==> src/hdl/pslat_div.sv <==
// Restoring divider, 64-bit dividend and divisor, one quotient bit per cycle.
// done rises when the quotient is ready and stays high until the next start.
module pslat_div (
  input  logic        clk,
  input  logic        rst,
  input  logic        start,
  input  logic [63:0] dividend,
  input  logic [63:0] divisor,
  output logic        done,
  output logic [63:0] quotient
);
  logic [63:0] rem;
  logic [63:0] quo;
  logic [63:0] dvs;
  logic [6:0]  cnt;
  logic        busy;
  logic [64:0] shifted;
  logic [64:0] diff;

  assign shifted = {rem, quo[63]};
  assign diff = shifted - {1'b0, dvs};
  assign quotient = quo;

  always_ff @(posedge clk) begin
    if (rst) begin
      busy <= 1'b0;
      done <= 1'b0;
      cnt <= '0;
    end else begin
      if (start) begin
        busy <= 1'b1;
        done <= 1'b0;
        cnt <= 7'd64;
        rem <= '0;
        quo <= dividend;
        dvs <= divisor;
      end else if (busy) begin
        if (!diff[64]) begin
          rem <= diff[63:0];
          quo <= {quo[62:0], 1'b1};
        end else begin
          rem <= shifted[63:0];
          quo <= {quo[62:0], 1'b0};
        end
        cnt <= cnt - 7'd1;
        if (cnt == 7'd1) begin
          busy <= 1'b0;
          done <= 1'b1;
        end
      end
    end
  end
endmodule

==> config.mk <==
export PLATFORM = sky130hd
export DESIGN_NAME = pslat_div
export DESIGN_NICKNAME = d
export VERILOG_FILES = /design/src/hdl/pslat_div.sv
export SDC_FILE = /design/constraint.sdc
export NUM_CORES = 1
export LEC_CHECK = 0
export BUFFER_PORTS_ARGS = -buffer_cell sky130_fd_sc_hd__buf_4
export CORE_AREA = 8 8 179 139
export DETAILED_ROUTE_END_ITERATION = 8
export DIE_AREA = 0 0 187 147
export PLACE_DENSITY_LB_ADDON = 0.05
export SYNTH_ARGS = -nofsm -noshare
export SYNTH_HDL_FRONTEND = slang
export SYNTH_SLANG_ARGS = --single-unit
==> constraint.sdc <==
create_clock -name clk -period 18.35 [get_ports clk]
set_input_delay 3.67 -clock clk [delete_from_list [all_inputs] [get_ports clk]]
set_output_delay 3.67 -clock clk [all_outputs]
set_load 0.02 [all_outputs]
==> results of run 1 <==
final timing paths:
path	start	end	slack [ps]	cells after the start
max	start	dvs[46]	12690	4
max reg2reg	rem[33]	rem[52]	13290	12
min reg2reg	done	done	490	2
min	done	done	490	2
cell type report:
class                   count  area (um2)
fillers                  1850        7920
flip-flops and latches    201        5950
multi-input cells         753        5480
repair buffers            202        1520
clock buffers              28         594
well taps                 300         375
inverters                  85         319
clock inverters            12         138
report_power, final:
part / leakage, uW / internal [uW] / switching, uW / total (uW)
combinational: 0.00375 / 189 / 249 / 438
sequential: 0.00191 / 557 / 20.7 / 578
clock: 0.000355 / 272 / 183 / 455
synthesized netlist by cell type, drive strengths merged, types with 16 or more instances:
master	number
xnor2	32
inv	84
xor2	31
mux2	64
o21ai	43
ha	66
a21oi	83
nor2	91
a21o	27
nand2b	16
mux2i	50
nand2	71
edfxtp	192
clkbuf	31
state kept, by name, summed over array words and instances, names as in the netlist:
signal	count
rem	64
done	1
quotient	64
busy	1
dvs	64
cnt	7
cell families (layout without fill, tap and decap cells):
group           after synthesis  count (layout)  share of synthesized area [%]
buf+inv                     127             327                           4.17
fa+ha+maj                    67              67                           7.11
compound gates              256             256                           13.8
mux                         114             114                           10.3
flops                       201             201                           49.9
xor+xnor                     63              63                           4.79
simple gates                253             253                           9.88
metrics by stage:
stage	instance area [um2]	power, uW	instances	hold slack [ps]	setup WS (ps)
after floorplan	11900	907	1081	469	8120
after global placement	13600	1010	1541	459	12180
after detailed placement	13600	1020	1541	478	12140
after CTS	14400	1480	1581	494	12680
after global routing	14400	1540	1581	506	12510
final	14400	1470	1581	492	12690
cells in the final DEF, fill, tap and decap left out, types with 6 or more instances in the layout:
cell type / instances
a21o_1: 27
o21a_1: 12
xor2_1: 31
edfxtp_1: 192
o211ai_1: 9
nor2_1: 89
ha_1: 66
clkbuf_16: 23
o31ai_1: 7
nor2b_1: 6
mux2_2: 64
nand4_1: 15
buf_4: 202
nand3_1: 6
xnor2_1: 31
o21bai_1: 11
inv_1: 84
a211oi_1: 13
dfxtp_1: 9
mux2i_1: 50
a21oi_1: 83
and2_1: 8
a31oi_1: 8
nand2b_1: 16
nand2_1: 71
o21ai_0: 43
nor3_1: 14
worst min-delay path, cell delays in order, from the launching register on:
cell,delay (ps)
dfxtp_1,340
a31oi_1,50
nor2_1,70
routing by layer:
metal  global-route usage, %  vias up
met5                       0        -
met4                    4.16        0
met3                    4.59       34
met2                    29.0      281
met1                    29.6     4224
li1                        -     4367
==> impl_metrics.env, run 1 <==
export IMPL_status="finished, final reports clean"
export IMPL_synth_area_um2=11900
export IMPL_cp_num_buf_inv=3
export IMPL_setup_tns_ps=0
export IMPL_clock_sinks=201
export IMPL_drc_errors=0
export IMPL_drt_iter0_markers=703
export IMPL_relSlewSlack_pct=31.2
export IMPL_clock_fmax_ghz=0.177
export IMPL_maxUsedRoutingLayer="met4"
export IMPL_io_buffer_count=195
export IMPL_fin_crit_sh_pct=30.9
export IMPL_wl_met1_um=14100
export IMPL_final_util_pct=64.5
export IMPL_yosys_top_cells_area="edfxtp_1 (48%), ha_1 (6.9%), mux2_2 (6.1%), mux2i_1 (4.2%), a21oi_1 (3.5%)"
export IMPL_critical_path_required_ps=18480
export IMPL_worstSkewPairLatency_ps=510
export IMPL_ys_warn_count=0
export IMPL_drtAntennaViolNets=0
export IMPL_htreeDepth=1
export IMPL_vias_per_cell=5.63
export IMPL_die_w_um=187
export IMPL_core_area_um2=22300
export IMPL_avgRoutedWirePerCell_um=18.1
export IMPL_ir_drop_mv=0.0815
export IMPL_fin_nets=1463
export IMPL_n_antenna_cell=0
export IMPL_cp_max_fo=64
export IMPL_clk_path_buf_depth=3
export IMPL_max_stage_delay_ps=660
export IMPL_synth_seq_cells=201
export IMPL_grt_ovfl_total=0
export IMPL_wl_met2_um=11800
export IMPL_netlist_area_leader_share_pct=48.4
export IMPL_maxCapViolCount=0
export IMPL_root_buffer="clkbuf_16"
export IMPL_track_usage_pct=19.9
export IMPL_hold_viol_final=0
export IMPL_rows=48
export IMPL_ys_types=63
export IMPL_finalSetupViolations=0
export IMPL_path_common_cell="buf_4"
export IMPL_area_growth_pct=20.7
export IMPL_powerDensity_nw_per_um2=102
export IMPL_slowest_stage="buf_4"
export IMPL_routed_wirelength_um=28600
export IMPL_yosysTopAreaCell="edfxtp_1"
export IMPL_cts_clk_slew_worst_paths_ps=60
export IMPL_min_period_ps=5660
export IMPL_ys_seq_area_share_pct=49.9
export IMPL_cts_tree="built"
export IMPL_synth_ff_type="edfxtp_1"
export IMPL_post_cts_resize_count=0
export IMPL_cp_top_family="buffers and inverters"
export IMPL_dp_hpwl_um=20700
export IMPL_maxSlewViolCount=0
export IMPL_cts_buffers=22
export IMPL_arrival_ps=5790
export IMPL_gp_congestion=0.920
export IMPL_finClkSkew_ps=13.9
export IMPL_async_flop_share_pct=0
export IMPL_cts_setup_buffers=0
export IMPL_synth_edf_count=192
export IMPL_startpoint_type="primary input"
export IMPL_p_leak_uw=0.00602
export IMPL_avgSynthCellArea_um2=11.0
export IMPL_drive_gt1_share_pct=24.0
export IMPL_die_area_um2=27500
export IMPL_grt_max_degree=65
export IMPL_start_util_pct=53.4
export IMPL_vias=8906
export IMPL_cts_hold_buf=0
export IMPL_grt_pass1_vias=8618
export IMPL_cp_end_kind="flip-flop"
export IMPL_crit_chain="buf_4 -> clkinv_1 -> nor2_4 -> buf_4"
export IMPL_tightest_slew_ps=1030
export IMPL_worstHoldPathType="reg2reg"
export IMPL_grt_pass1_wl_um=45400
export IMPL_dr_wl_met3_um=2090
export IMPL_ios=196
export IMPL_worst_setup_path_type="in2reg"
export IMPL_die_y_um=147
export IMPL_antenna_found_initial=0
export IMPL_syn_inst=1081
export IMPL_drtPass1Iterations=5
export IMPL_syn_nets=1279
export IMPL_rsz0062_at_grt="no"
No activity file was read; power rests on OpenSTA's default activity.
==> run 2, diff against run 1 <==
- ABC_AREA: default -> 1
- CORE_AREA: 8 8 179 139 -> 8 8 197 152
- DIE_AREA: 0 0 187 147 -> 0 0 205 160
- clock period: 18.35 -> 5.6 ns (I/O delays scaled with it)
==> run 2 against run 1 <==
  * Via count increased by 53%
  * Synthesized cell count increased by 99%
  * Routed wire length grew 56%
  * Critical endpoint is now rem[36]
==> impl_metrics.env, run 2 <==
export IMPL_drive_gt1_share_pct=11.4
export IMPL_multiInputGateArea_um2=6790
export IMPL_maxSlewViolCount=0
export IMPL_avgRoutedWirePerCell_um=16.5
export IMPL_max_stage_delay_ps=490
export IMPL_n_antenna_cell=0
export IMPL_cp_top_family="simple AND/OR/NAND/NOR gates"
export IMPL_critical_path_required_ps=5870
export IMPL_track_usage_pct=26.7
export IMPL_die_y_um=160
export IMPL_dp_hpwl_um=35300
export IMPL_ys_types=34
export IMPL_cp_num_buf_inv=2
export IMPL_gr_usage_met3_pct=7.62
export IMPL_root_buffer="clkbuf_16"
export IMPL_fin_crit_sh_pct=59.2
export IMPL_grt_ovfl_total=0
export IMPL_gr_usage_met1_pct=38.7
export IMPL_synth_top_cells_by_count="nand2_1 (940), inv_1 (418), nor2_1 (237), edfxtp_1 (192), ha_1 (66)"
export IMPL_syn_nets=2345
export IMPL_antenna_found_initial=0
export IMPL_hold_viol_final=0
export IMPL_htreeDepth=1
export IMPL_avgSynthCellArea_um2=6.77
export IMPL_post_cts_resize_count=0
export IMPL_ir_drop_mv=0.286
export IMPL_clock_power_share_pct=26.9
export IMPL_core_area_um2=26700
export IMPL_worstHoldPathType="reg2reg"
export IMPL_finalWorstSetupSlack_ps=2290
export IMPL_yosysTopAreaCell="edfxtp_1"
export IMPL_ios=196
export IMPL_layout_common_cells="nand2_1 (939), inv_1 (417), nor2_1 (236)"
export IMPL_cts_hold_buf=0
export IMPL_grt_pass1_vias=12900
export IMPL_powerDensity_nw_per_um2=332
export IMPL_rows=52
export IMPL_synth_xor_area_share_pct=1.87
export IMPL_gp_congestion=0.997
export IMPL_path_depth=19
export IMPL_synth_seq_cells=201
export IMPL_tightest_slew_ps=898
export IMPL_synth_area_um2=14500
export IMPL_r2r_cells=19
export IMPL_clock_sinks=201
export IMPL_synth_ff_type="edfxtp_1"
export IMPL_final_area_um2=17000
export IMPL_top_usage_layer="met2"
export IMPL_clock_fmax_ghz=0.302
export IMPL_yosys_area_share_simple_pct=36.1
export IMPL_clk_path_buf_depth=3
export IMPL_synth_adder_area_share_pct=5.82
export IMPL_vias_per_cell=5.03
export IMPL_hold_depth=2
export IMPL_p_int_uw=3470
export IMPL_synth_mux_area_fraction_pct=0
export IMPL_cts_setup_buffers=0
export IMPL_drt_iter0_markers=1159
export IMPL_drc_errors=0
export IMPL_gr_usage_met2_pct=39.5
export IMPL_final_common_cell="nand2_1"
export IMPL_worstSkewPairLatency_ps=540
export IMPL_crit_chain="inv_1 -> ha_1 -> fa_1 -> inv_1 -> nand2_1 -> nand2_1 -> nand3_1 -> nand2_2 -> nand2_1 -> nand2_2 -> nand2_2 -> nand2_4 -> nand2_4 -> nand2_4 -> nand2_2 -> nand2_4 -> nand2_1 -> nand2_1 -> nor2_1"
export IMPL_ys_warn_count=0
export IMPL_grt_pass1_wl_um=69300
export IMPL_p_leak_uw=0.00928
export IMPL_setup_tns_ps=0
export IMPL_vias=13600
export IMPL_synth_edf_count=192
export IMPL_finClkSkew_ps=20.5
export IMPL_ys_seq_area_share_pct=40.9
export IMPL_status="finished, final reports clean"
export IMPL_drtPass1Iterations=7
export IMPL_relSlewSlack_pct=40.2
export IMPL_path_common_cell="nand2_1"
export IMPL_area_growth_pct=17.2
export IMPL_grt_max_degree=75
export IMPL_fillerInstances=2433
export IMPL_io_buffer_count=195
export IMPL_sequentialPowerShare_pct=34.8
export IMPL_rsz0062_at_grt="no"
export IMPL_routed_wirelength_um=44600
export IMPL_maxCapViolCount=0
export IMPL_die_area_um2=32800
export IMPL_cp_end_kind="flip-flop"
export IMPL_synth_top_family_by_area="simple AND/OR/NAND/NOR gates"
export IMPL_cts_clk_slew_worst_paths_ps=60
export IMPL_yosys_top_cells_area="edfxtp_1 (40%), nand2_1 (24%), inv_1 (11%), nor2_1 (6.1%), ha_1 (5.7%)"
export IMPL_die_w_um=205
export IMPL_synth_compound_area_share_pct=2.82
export IMPL_combinationalPowerShare_pct=38.3
export IMPL_fin_nets=2535
export IMPL_cp_max_fo=63
export IMPL_async_flop_share_pct=0
export IMPL_min_period_ps=3310
export IMPL_startpoint_type="flip-flop"
export IMPL_cts_tree="built"
export IMPL_p_sw_share_pct=38.6
export IMPL_finalSetupViolations=0
export IMPL_regArea_um2=5950
export IMPL_place_area_um2=16300
export IMPL_netlist_area_leader_share_pct=39.7
export IMPL_yosysMostFrequentCell="nand2_1"
export IMPL_arrival_ps=3590
export IMPL_worst_setup_path_type="reg2reg"
export IMPL_power_switching_uw=2190
export IMPL_final_util_pct=63.9
export IMPL_slowest_stage="nand2_4"
export IMPL_drtAntennaViolNets=0
export IMPL_dpl_worst_slack_ps=1820
export IMPL_cts_buffers=22
export IMPL_syn_inst=2147
export IMPL_start_util_pct=54.5
## run 2: cell type report
class | instances | share of cell area, %
Inverter | 426 | 9.40
Sequential cell | 201 | 34.9
Clock buffer | 29 | 3.50
Clock inverter | 11 | 0.933
Multi-Input combinational cell | 1487 | 39.8
Timing Repair Buffer | 199 | 8.84
Tap cell | 351 | 2.58
## run 2: worst min-delay path, stage by stage, from the launching register on
cell	delay (ps)
dfxtp_1	340
a21oi_1	50
nor2_1	70
## run 2: cell families (layout without fill, tap and decap cells)
family          Yosys count  in the layout
simple gates           1312           1312
buf+inv                 459            665
flops                   201            201
compound gates           77             77
fa+ha+maj                67             67
xor+xnor                 31             31
## run 2: through the flow
| step | hold WS (ps) | instances | total power [uW] |
|---|---|---|---|
| final | 494 | 2704 | 5660 |
| after CTS | 494 | 2704 | 5650 |
| after floorplan | 451 | 2147 | 3520 |
| after global routing | 531 | 2704 | 6010 |
| after detailed placement | 474 | 2664 | 4110 |
| after global placement | 462 | 2664 | 4080 |
## run 2: path summary, 6_finish.rpt
check / end / slack (ps) / from
worst min register to register: done / 490 / done
worst min-delay path: done / 490 / done
worst max register to register: rem[36] / 2290 / quotient[63]
worst max-delay path: rem[36] / 2290 / quotient[63]
## run 2: power groups by stage
stage	Clock, uW	Combinational [uW]	Sequential (uW)
after detailed placement	0	2120	1990
after global placement	0	2090	1990
after CTS	1550	2140	1970
final	1520	2170	1970
after global routing	1600	2420	1990
after floorplan	0	1490	2020
## run 2: routing by layer
| metal | share of wire, % | wire length [um] | up-vias |
|---|---|---|---|
| met5 | 0 | 0 | - |
| met4 | 1.3 | 569 | 0 |
| met3 | 11 | 4770 | 36 |
| met2 | 42 | 18600 | 567 |
| met1 | 46 | 20700 | 6108 |
| li1 | - | - | 6886 |
==> run 3, diff against run 2 <==
- ABC_AREA: 1 -> 0
- CORE_AREA: 8 8 197 152 -> 8 8 179 139
- DIE_AREA: 0 0 205 160 -> 0 0 187 147
- clock period: 5.6 -> 3.2 ns (I/O delays scaled with it)
==> run 3 against run 2 <==
  * The run now ends with negative setup slack left
  * Routed wire length is 31% lower
  * Sequential power is 68% higher
  * Maximum frequency is 3.4% lower
  * Global-route usage is 5.0 points lower
  * Die area is 16% lower
  * Total power is 61% higher
  * Largest power group is now registers
==> impl_metrics.env, run 3 (synthesized netlist as in run 1, its figures left out) <==
export IMPL_htreeDepth=1
export IMPL_hold_viol_final=0
export IMPL_finalSetupViolations=65
export IMPL_dpl_worst_slack_ps=-370
export IMPL_maxCapViolCount=0
export IMPL_worstHoldPathType="in2reg"
export IMPL_failed_checks="negative setup slack"
export IMPL_rows=48
export IMPL_dp_hpwl_um=23400
export IMPL_fin_nets=1647
export IMPL_cp_max_fo=12
export IMPL_area_growth_pct=34.3
export IMPL_die_w_um=187
export IMPL_startpoint_type="flip-flop"
export IMPL_vias=9603
export IMPL_routed_wirelength_um=31000
export IMPL_status="complete, but fails checks"
export IMPL_cts_clk_slew_worst_paths_ps=70
export IMPL_io_buffer_count=195
export IMPL_core_area_um2=22300
export IMPL_clock_sinks=201
export IMPL_slowest_stage="edfxtp_1"
export IMPL_clock_fmax_ghz=0.292
export IMPL_relSlewSlack_pct=55.8
export IMPL_finalWorstSetupSlack_ps=-230
export IMPL_fin_cells=1766
export IMPL_track_usage_pct=21.7
export IMPL_vias_per_cell=5.44
export IMPL_drive_gt1_share_pct=34.9
export IMPL_grt_max_degree=60
export IMPL_n_antenna_cell=0
export IMPL_fin_crit_sh_pct=107
export IMPL_cts_buffers=23
export IMPL_max_stage_delay_ps=350
export IMPL_drtPass1Iterations=5
export IMPL_layout_common_cells="buf_4 (376), edfxtp_1 (192), nor2_1 (87)"
export IMPL_start_util_pct=53.4
export IMPL_p_leak_uw=0.00696
export IMPL_antenna_found_initial=0
export IMPL_tightest_slew_ps=663
export IMPL_final_util_pct=71.7
export IMPL_cp_end_kind="flip-flop"
export IMPL_critical_path_required_ps=3450
export IMPL_arrival_ps=3680
export IMPL_dp_cells=1719
export IMPL_drc_errors=0
export IMPL_rsz0062_at_grt="yes"
export IMPL_ios=196
export IMPL_crit_chain="inv_1 -> ha_2 -> fa_2 -> nand2b_4 -> a21o_1 -> a31o_2 -> a211o_1 -> and2_4 -> o32a_1 -> a41o_1 -> xnor2_4 -> buf_12 -> buf_4 -> mux2i_1 -> nor2_1"
export IMPL_worst_setup_path_type="reg2reg"
export IMPL_cts_tree="built"
export IMPL_grt_pass1_wl_um=49700
export IMPL_grt_ovfl_total=0
export IMPL_ir_drop_mv=0.455
export IMPL_gp_congestion=0.935
export IMPL_drtAntennaViolNets=0
export IMPL_powerDensity_nw_per_um2=570
export IMPL_min_period_ps=3430
export IMPL_die_y_um=147
export IMPL_final_common_cell="buf_4"
export IMPL_grt_pass1_vias=9770
export IMPL_avgRoutedWirePerCell_um=17.6
export IMPL_cts_hold_buf=0
export IMPL_maxSlewViolCount=0
export IMPL_drt_iter0_markers=575
export IMPL_clk_path_buf_depth=3
export IMPL_worstSkewPairLatency_ps=510
export IMPL_finClkSkew_ps=10.4
export IMPL_root_buffer="clkbuf_16"
export IMPL_die_area_um2=27500
-- run 3: worst paths after layout --
kind,start,cells past startpoint,to,slack [ps]
min reg2reg,cnt[1],2,cnt[1],500
max,quotient[63],15,rem[53],-230
max reg2reg,quotient[63],15,rem[53],-230
min,divisor[19],1,dvs[19],300
-- run 3: worst max-delay path, delay by kind of cell (launching register included) --
family          cells  cell delay (ps)
compound gates      5             1110
xor+xnor            1              170
fa+ha+maj           2              520
buf+inv             3              440
flops               1              350
mux                 1              210
simple gates        3              350
-- run 3: power by group --
group          switching [uW]  leakage [uW]  internal (uW)
registers                 119       0.00191           3190
clock network            1050      0.000352           1510
logic                    1620       0.00469           1620
total                    2780       0.00696           6320
-- run 3: per-layer routing --
layer / wire [um] / up-vias / share of wire, % / track usage, %
met4: 753 / 0 / 2.4 / 5.86
met5: 0 / - / 0 / 0
li1: - / 4722 / - / -
met2: 14000 / 302 / 45 / 34.5
met3: 1940 / 53 / 6.3 / 3.88
met1: 14300 / 4526 / 46 / 30.2
-- run 3: area by class of cell --
type,instances,area (um2)
clock buffers,31,616
clock inverters,11,106
fillers,1678,6300
inverters,85,319
multi-input cells,753,5620
flip-flops and latches,201,5950
well taps,300,375
repair buffers,385,3010
-- run 3: per-stage QoR --
| stage | TNS, ps | power, uW | cell area [um2] | hold WS (ps) |
|---|---|---|---|---|
| final | -10450 | 9110 | 16000 | 298 |
| after CTS | -10380 | 9070 | 15900 | 276 |
| after global routing | -19120 | 9560 | 16000 | 277 |
| after floorplan | -19280 | 5230 | 12000 | 469 |
| after detailed placement | -20520 | 6410 | 15100 | 473 |
| after global placement | -15590 | 6350 | 15100 | 476 |
-- run 3: timing repair --
action	in CTS	in global routing
resized for setup	16	14
endpoints found under the setup margin	65	65
gates cloned	0	1
setup buffers	2	2
pin swaps	4	0
